File: src/hdl/hbw_pkg.sv
// ----------------------------------------------------------------------------
// hbw_pkg
// Shared types, codes and constants of the histogram and bias-weight engine.
// ----------------------------------------------------------------------------
package hbw_pkg;

	// defaults for the top level parameters
	localparam int MAX_BINS_DEF  = 256;
	localparam int FRAC_BITS_DEF = 48;

	// operation codes
	localparam logic [2:0] FN_SAMPLE   = 3'd0;
	localparam logic [2:0] FN_RESET    = 3'd1;
	localparam logic [2:0] FN_SHIFT    = 3'd2;
	localparam logic [2:0] FN_READ     = 3'd3;
	localparam logic [2:0] FN_WRITE    = 3'd4;
	localparam logic [2:0] FN_SET_ITER = 3'd5;

	// configuration register indexes
	localparam logic [2:0] CFG_RANGE_MIN = 3'd0;
	localparam logic [2:0] CFG_RANGE_MAX = 3'd1;
	localparam logic [2:0] CFG_BIN_WIDTH = 3'd2;
	localparam logic [2:0] CFG_NUM_BINS  = 3'd3;
	localparam logic [2:0] CFG_ITER_TOL  = 3'd4;

	// configuration reset values
	localparam logic [31:0] RST_RANGE_MIN = 32'd0;
	localparam logic [31:0] RST_RANGE_MAX = 32'd256;
	localparam logic [30:0] RST_BIN_WIDTH = 31'd1;
	localparam logic [8:0]  RST_NUM_BINS  = 9'd256;
	localparam logic [5:0]  RST_ITER_TOL  = 6'd25;

	// iteration limits
	localparam logic [5:0] ITER_MIN = 6'd1;
	localparam logic [5:0] ITER_MAX = 6'd63;

	// bin index division, one quotient bit per cycle
	localparam int DIV_STEPS = 32;
	localparam int DIV_CW    = $clog2(DIV_STEPS);

	// saturation bounds
	localparam logic [31:0] CNT_MAX = 32'hFFFF_FFFF;
	localparam logic [63:0] W_MAX   = 64'h7FFF_FFFF_FFFF_FFFF;
	localparam logic [63:0] W_MIN   = 64'h8000_0000_0000_0000;

	// commands from the controller to the datapath
	typedef struct packed {
		logic capture;
		logic fail;
		logic div_start;
		logic div_step;
		logic clamp;
		logic sel_idx;
		logic rd_ctr;
		logic upd;
		logic neg;
		logic clr_all;
		logic clr_cnt;
		logic max_cmp;
		logic sub_wr;
		logic wr_weight;
		logic iter_inc;
		logic set_iter;
		logic ctr_clr;
		logic ctr_inc;
		logic out_load;
	} cmd_t;

	// status from the datapath to the controller
	typedef struct packed {
		logic [2:0] func;
		logic       in_range;
		logic       sel_ok;
		logic       div_last;
		logic       ctr_last_all;
		logic       ctr_last_nb;
		logic       out_free;
	} stat_t;

endpackage

File: src/hdl/hbw_ctrl.sv
// ----------------------------------------------------------------------------
// hbw_ctrl
// Sequencer of the engine: clearing pass, operation dispatch, division,
// read-modify-write, bin sweeps and result hand-off.
// ----------------------------------------------------------------------------
module hbw_ctrl (
	input  logic           clk,
	input  logic           arst_n,
	input  logic           in_valid,
	output logic           in_ready,
	input  hbw_pkg::stat_t stat,
	output hbw_pkg::cmd_t  cmd
);

	import hbw_pkg::*;

	localparam logic [3:0] ST_CLEAR  = 4'd0;
	localparam logic [3:0] ST_IDLE   = 4'd1;
	localparam logic [3:0] ST_DISP   = 4'd2;
	localparam logic [3:0] ST_DIV    = 4'd3;
	localparam logic [3:0] ST_CLAMP  = 4'd4;
	localparam logic [3:0] ST_RD     = 4'd5;
	localparam logic [3:0] ST_UPD    = 4'd6;
	localparam logic [3:0] ST_NEG    = 4'd7;
	localparam logic [3:0] ST_CLRC   = 4'd8;
	localparam logic [3:0] ST_MAXRD  = 4'd9;
	localparam logic [3:0] ST_MAXCMP = 4'd10;
	localparam logic [3:0] ST_SUBRD  = 4'd11;
	localparam logic [3:0] ST_SUBWR  = 4'd12;
	localparam logic [3:0] ST_WRW    = 4'd13;
	localparam logic [3:0] ST_DONE   = 4'd14;

	logic [3:0] state_q;
	logic [3:0] state_d;

	// next state and commands
	always_comb begin
		state_d  = state_q;
		cmd      = '0;
		in_ready = 1'b0;
		case (state_q)
			ST_CLEAR: begin
				cmd.clr_all = 1'b1;
				cmd.ctr_inc = 1'b1;
				if (stat.ctr_last_all) state_d = ST_IDLE;
			end
			ST_IDLE: begin
				in_ready = 1'b1;
				if (in_valid) begin
					cmd.capture = 1'b1;
					state_d     = ST_DISP;
				end
			end
			ST_DISP: begin
				case (stat.func)
					FN_SAMPLE: begin
						if (stat.in_range) begin
							cmd.div_start = 1'b1;
							state_d       = ST_DIV;
						end else begin
							cmd.fail = 1'b1;
							state_d  = ST_DONE;
						end
					end
					FN_RESET: begin
						cmd.iter_inc = 1'b1;
						cmd.ctr_clr  = 1'b1;
						state_d      = ST_CLRC;
					end
					FN_SHIFT: begin
						cmd.ctr_clr = 1'b1;
						state_d     = ST_MAXRD;
					end
					FN_READ: begin
						cmd.sel_idx = 1'b1;
						state_d     = stat.sel_ok ? ST_RD : ST_DONE;
					end
					FN_WRITE: begin
						cmd.sel_idx = 1'b1;
						state_d     = stat.sel_ok ? ST_WRW : ST_DONE;
					end
					FN_SET_ITER: begin
						cmd.set_iter = 1'b1;
						state_d      = ST_DONE;
					end
					default: begin
						state_d = ST_DONE;
					end
				endcase
			end
			ST_DIV: begin
				cmd.div_step = 1'b1;
				if (stat.div_last) state_d = ST_CLAMP;
			end
			ST_CLAMP: begin
				cmd.clamp = 1'b1;
				state_d   = ST_RD;
			end
			ST_RD: begin
				state_d = ST_UPD;
			end
			ST_UPD: begin
				cmd.upd = 1'b1;
				state_d = ST_NEG;
			end
			ST_NEG: begin
				cmd.neg = 1'b1;
				state_d = ST_DONE;
			end
			ST_CLRC: begin
				cmd.clr_cnt = 1'b1;
				cmd.ctr_inc = 1'b1;
				if (stat.ctr_last_all) state_d = ST_DONE;
			end
			ST_MAXRD: begin
				cmd.rd_ctr = 1'b1;
				state_d    = ST_MAXCMP;
			end
			ST_MAXCMP: begin
				cmd.max_cmp = 1'b1;
				if (stat.ctr_last_nb) begin
					cmd.ctr_clr = 1'b1;
					state_d     = ST_SUBRD;
				end else begin
					cmd.ctr_inc = 1'b1;
					state_d     = ST_MAXRD;
				end
			end
			ST_SUBRD: begin
				cmd.rd_ctr = 1'b1;
				state_d    = ST_SUBWR;
			end
			ST_SUBWR: begin
				cmd.sub_wr = 1'b1;
				if (stat.ctr_last_nb) begin
					state_d = ST_DONE;
				end else begin
					cmd.ctr_inc = 1'b1;
					state_d     = ST_SUBRD;
				end
			end
			ST_WRW: begin
				cmd.wr_weight = 1'b1;
				state_d       = ST_DONE;
			end
			ST_DONE: begin
				if (stat.out_free) begin
					cmd.out_load = 1'b1;
					state_d      = ST_IDLE;
				end
			end
			default: begin
				state_d = ST_IDLE;
			end
		endcase
	end

	// state register
	always_ff @(posedge clk or negedge arst_n) begin
		if (!arst_n) begin
			state_q <= ST_CLEAR;
		end else begin
			state_q <= state_d;
		end
	end

endmodule

File: config.mk
export PLATFORM = sky130hd
export DESIGN_NAME = hbw_ctrl
export DESIGN_NICKNAME = d
export VERILOG_FILES = /design/src/hdl/hbw_pkg.sv /design/src/hdl/hbw_ctrl.sv
export SDC_FILE = /design/constraint.sdc
export NUM_CORES = 1
export LEC_CHECK = 0
export ABC_AREA = 1
export BUFFER_PORTS_ARGS = -buffer_cell sky130_fd_sc_hd__buf_4
export CORE_MARGIN = 2
export CORE_UTILIZATION = 47
export DETAILED_ROUTE_END_ITERATION = 10
export PLACE_DENSITY_LB_ADDON = 0.2
export SKIP_LAST_GASP = 1
export SLEW_MARGIN = 20
export SYNTH_ARGS = -nofsm -noshare
export SYNTH_HDL_FRONTEND = slang
export SYNTH_SLANG_ARGS = --single-unit
File: constraint.sdc
create_clock -name clk -period 1.4 [get_ports clk]
set_input_delay 0.07 -clock clk [delete_from_list [all_inputs] [get_ports clk]]
set_output_delay 0.07 -clock clk [all_outputs]
set_load 0.02 [all_outputs]
Yosys cells after proc, flatten, opt, wreduce, memory -nomap -nowiden --
Index checks and enable logic that the tools add are counted.
Word-level totals: bits in registers 4, word-level logic and storage cells 75, input bits 12, output and inout bits 20
Cells by class: reduce and logical (&&, ||, !) cells 9, eq/ne operators 24, mux-type cells 41
Operators with widths (number):
- $pmux W4 S14 | 1
- $eq A4 B4 Y1 const B | 7
- $mux W4 | 7
- $mux W1 | 24
- $pmux W4 S5 | 1
- $eq A4 B3 Y1 const B | 4
- $reduce_or A2 Y1 | 6
- $mux W2 | 5
- $ne A2 B2 Y1 const B | 5
- $eq A4 B2 Y1 const B | 2
- $eq A3 B2 Y1 const B | 2
- $eq A3 B3 Y1 const B | 2
- $reduce_and A5 Y1 | 1
- $eq A4 B1 Y1 const B | 1
- $logic_not A4 Y1 | 1
- $pmux W1 S2 | 2
- $eq A3 B1 Y1 const B | 1
- $logic_not A3 Y1 | 1
- $mux W3 | 1

Depth between registers and ports, before layout --
depth after elaboration 4, mapped depth 10, depth with buffers taken out 9

Worst setup path before layout --
Ideal clock, no wire load.
path type register -> output, start point register state_q[2], end point output cmd[16] (netlist name), buffers on the path 1, arrival time 1257 ps, required time 1330 ps, stages on the path, launching flop included 7, slack 73 ps, cell sequence dfrtp_1 > buf_6 > nor2_4 > inv_4 > nor2_8 > inv_2 > nor4_2
RTL lines:
- start: declaration | RTL line hbw_ctrl.sv:33 | logic [3:0] state_q;
- start signal: assignment | RTL line hbw_ctrl.sv:163 | state_q <= state_d;
- end: declaration | RTL line hbw_ctrl.sv:12 | output hbw_pkg::cmd_t cmd

==> run_results.csv <==
group,metric,value,unit
final_layout,layout.cells.non_filler,193,
synthesis,yosys.cell_types.count,25,
timing,max_slew_margin,85.6,%
synthesis,synth_seq_cells,4,
die,rows,14,
critical_path,crit_arrival,1420,ps
final_layout,final_area,1210,um2
clock_tree,path_clk_slew,40,ps
die,die_h,44.0,um
final_layout,largest-register,"state_q",
global_routing,grt_max_degree,9,
global_routing,grt_first_pass_wirelength,3.18,mm
detailed_routing,drt_iter0_drc,17,
critical_path,regToRegStartpoint,"state_q[2]",
critical_path,cp_slowest_cell,"dfrtp_2",
critical_path,slowest_delay,460,ps
timing,setup_ws,-92.1,ps
critical_path,end_kind,"output port",
critical_path,criticalPathCategory,"reg2out",
global_routing,grt_use_met1,25.1,%
status,status,"finished, violations left",
place,dpl.hpwl,1.51,mm
timing,maxSlewViolCount,0,
critical_path,crit_family,"flip-flops",
global_routing,grt_pass1_vias,755,
die,fp.dieArea,1930,um2
place,gp_congestion,0.827,
critical_path,path_cells,"inv_4 -> nand2_8 -> inv_8 -> nand2_2 -> inv_2 -> nor2_1 -> o21ai_1 -> buf_4",
global_routing,antenna_found_initial,0,
final_layout,drive_above_1_share,51.4,%
clock_tree,htreeDepth,1,
clock_tree,cts-root-buf,"clkbuf_4",
detailed_routing,vias_per_cell,5.05,
status,violations,"negative setup slack",
hold_path,min_from,"stat[2]",
timing,setup_tns,-507,ps
global_routing,grt_util_met3,1.25,%
timing,fmax,670,MHz
timing,fin_crit,1490,ps
synthesis,syn_nets,139,
synthesis,syn_inst,127,
critical_path,start_kind,"flop",
timing,final-hold-violation-count,0,
critical_path,critPathMaxFanout,5,
final_layout,fill_cells,106,
global_routing,busiest_layer,"met2",
clock_tree,cts_tree,"built",
job,drv_cap,0,
die,core,1510,um2
final_layout,largest_registers,"state_q x4",
final_layout,diodes,0,
clock_tree,cts_buffers,3,
timing,rsz0062_at_grt,"true",
global_routing,grtUsageMet2,41.5,%
detailed_routing,vias,974,
critical_path,crit_start,"state_q[0]",
timing,fin_skew,2.12,ps
timing,setup_violations,14,
pwr,p_total,2.60,mW
timing,worst_pin_slew,216,ps
pwr,ir_drop,1.03,mV
synthesis,synth_area_per_cell,5.91,um2
clock_tree,insertion_delay,240,ps
detailed_routing,wl,2.25,mm
synthesis,synth_seq_area_share,13.3,%
die,initial_core_util,49.8,%
place,dp.cells,173,
critical_path,worst-path-buf-inv,4,
detailed_routing,routedWlPerCell,11.7,um
clock_tree,clk_path_buf_depth,2,
pwr,power_density,2150,nW/um2
final_layout,areaGrowthSynthToFinish,61.7,%
place,port_buffers,31,
place,post-place-ws,-37.2,ps
global_routing,grt.total_usage,21.7,%
timing,fin_crit_sh,107,%
clock_tree,cts.sinks,4,
die,die_w,44.0,um
pwr,leakagePower,0.697,nW
detailed_routing,drc,0,
final_layout,largest_register_ffs,4,
hold_path,hold_class,"in2reg",
die,pin_count,32,
timing,holdWs,141,ps
synthesis,syn_area,751,um2
final_layout,post-route-util,80.6,%
place,post_dp_cell_area,988,um2
final_layout,nNetsFinal,191,
global_routing,grt-ovfl-total,0,
detailed_routing,drtAntennaViolNets,0,
critical_path,cp.required,1330,ps
synthesis,ys_warn_count,0,
detailed_routing,firstDrtPassIters,4,
-- layer usage --
| layer | wire length, um | up-vias | part of all wire, % |
|---|---|---|---|
| met5 | 0 | - | 0 |
| met4 | 22 | 0 | 0.98 |
| met3 | 108 | 2 | 4.8 |
| met2 | 1250 | 37 | 56 |
| met1 | 867 | 444 | 39 |
| li1 | - | 491 | - |
-- kinds of logic after synthesis --
logic type / count (synthesis) / synth area share, %
and+or+nand+nor: 84 / 60.2
AOI/OAI and AO/OA: 11 / 9.50
DFF: 4 / 13.3
buffers and inverters: 28 / 17.0
-- path summary, 6_finish.rpt --
path                              end  slack, ps  cells past startpoint
max                            cmd[1]        -90                      8
min reg2reg                state_q[2]        770                      4
min                        state_q[3]        140                      4
min in group asynchronous  state_q[1]        160                      2
max in group asynchronous  state_q[2]       1130                      2
max reg2reg                state_q[0]        -30                      8
-- worst min-delay path: stages --
cell,delay [ps]
buf_4,90
o21ai_0,80
inv_1,50
nand2_1,40
-- power breakdown --
group          leakage, nW  switching [mW]  total [mW]  internal, mW
Combinational        0.639            1.19        2.10         0.905
Sequential          0.0441           0.166       0.360         0.194
Clock               0.0138          0.0532       0.150        0.0963
-- cell type report --
| cell class | instances | area, um2 | area share, % |
|---|---|---|---|
| well taps | 16 | 20.0 | 1.65 |
| flip-flops and latches | 4 | 105 | 8.66 |
| inverters | 26 | 115 | 9.48 |
| multi-input cells | 95 | 562 | 46.3 |
| clock buffers | 3 | 22.5 | 1.86 |
| repair buffers | 49 | 389 | 32.1 |
-- cell usage after synthesis --
cell type	number	area [um2]
a21oi_1	2	10.0
buf_6	2	22.5
dfrtp_1	4	100
inv_1	16	60.1
inv_2	8	30.0
inv_4	1	6.26
inv_6	1	8.76
nand2_1	35	131
nand2_2	6	37.5
nand2_8	1	20.0
nand3_1	12	60.1
nand3_2	1	10.0
nand3_4	1	17.5
nand4_1	1	6.26
nor2_1	17	63.8
nor2_2	1	6.26
nor2_4	5	56.3
nor2_8	1	20.0
nor3_1	2	10.0
nor4_2	1	12.5
o21ai_0	3	15.0
o21ai_1	3	15.0
o21ai_2	1	8.76
o21ai_4	1	16.3
o22ai_1	1	6.26
-- placed cells by master, fill, tap and decap left out, types with 4 or more instances in the layout --
master	count
buf_4	43
nand2_1	33
inv_1	15
nor2_1	15
nand3_1	12
nor2_4	7
nand2_2	6
inv_2	6
buf_6	5
inv_4	4
dfrtp_2	4
-- timing repair --
item	4_1_cts	5_1_grt
resized for setup	9	15
gates cloned	0	0
setup buffers	5	11
pin swaps	2	8
hold buffers	1	0
hold endpoints to repair	4	0
setup endpoints to repair	14	17
Note: power is estimated with default switching activity, not from simulation.
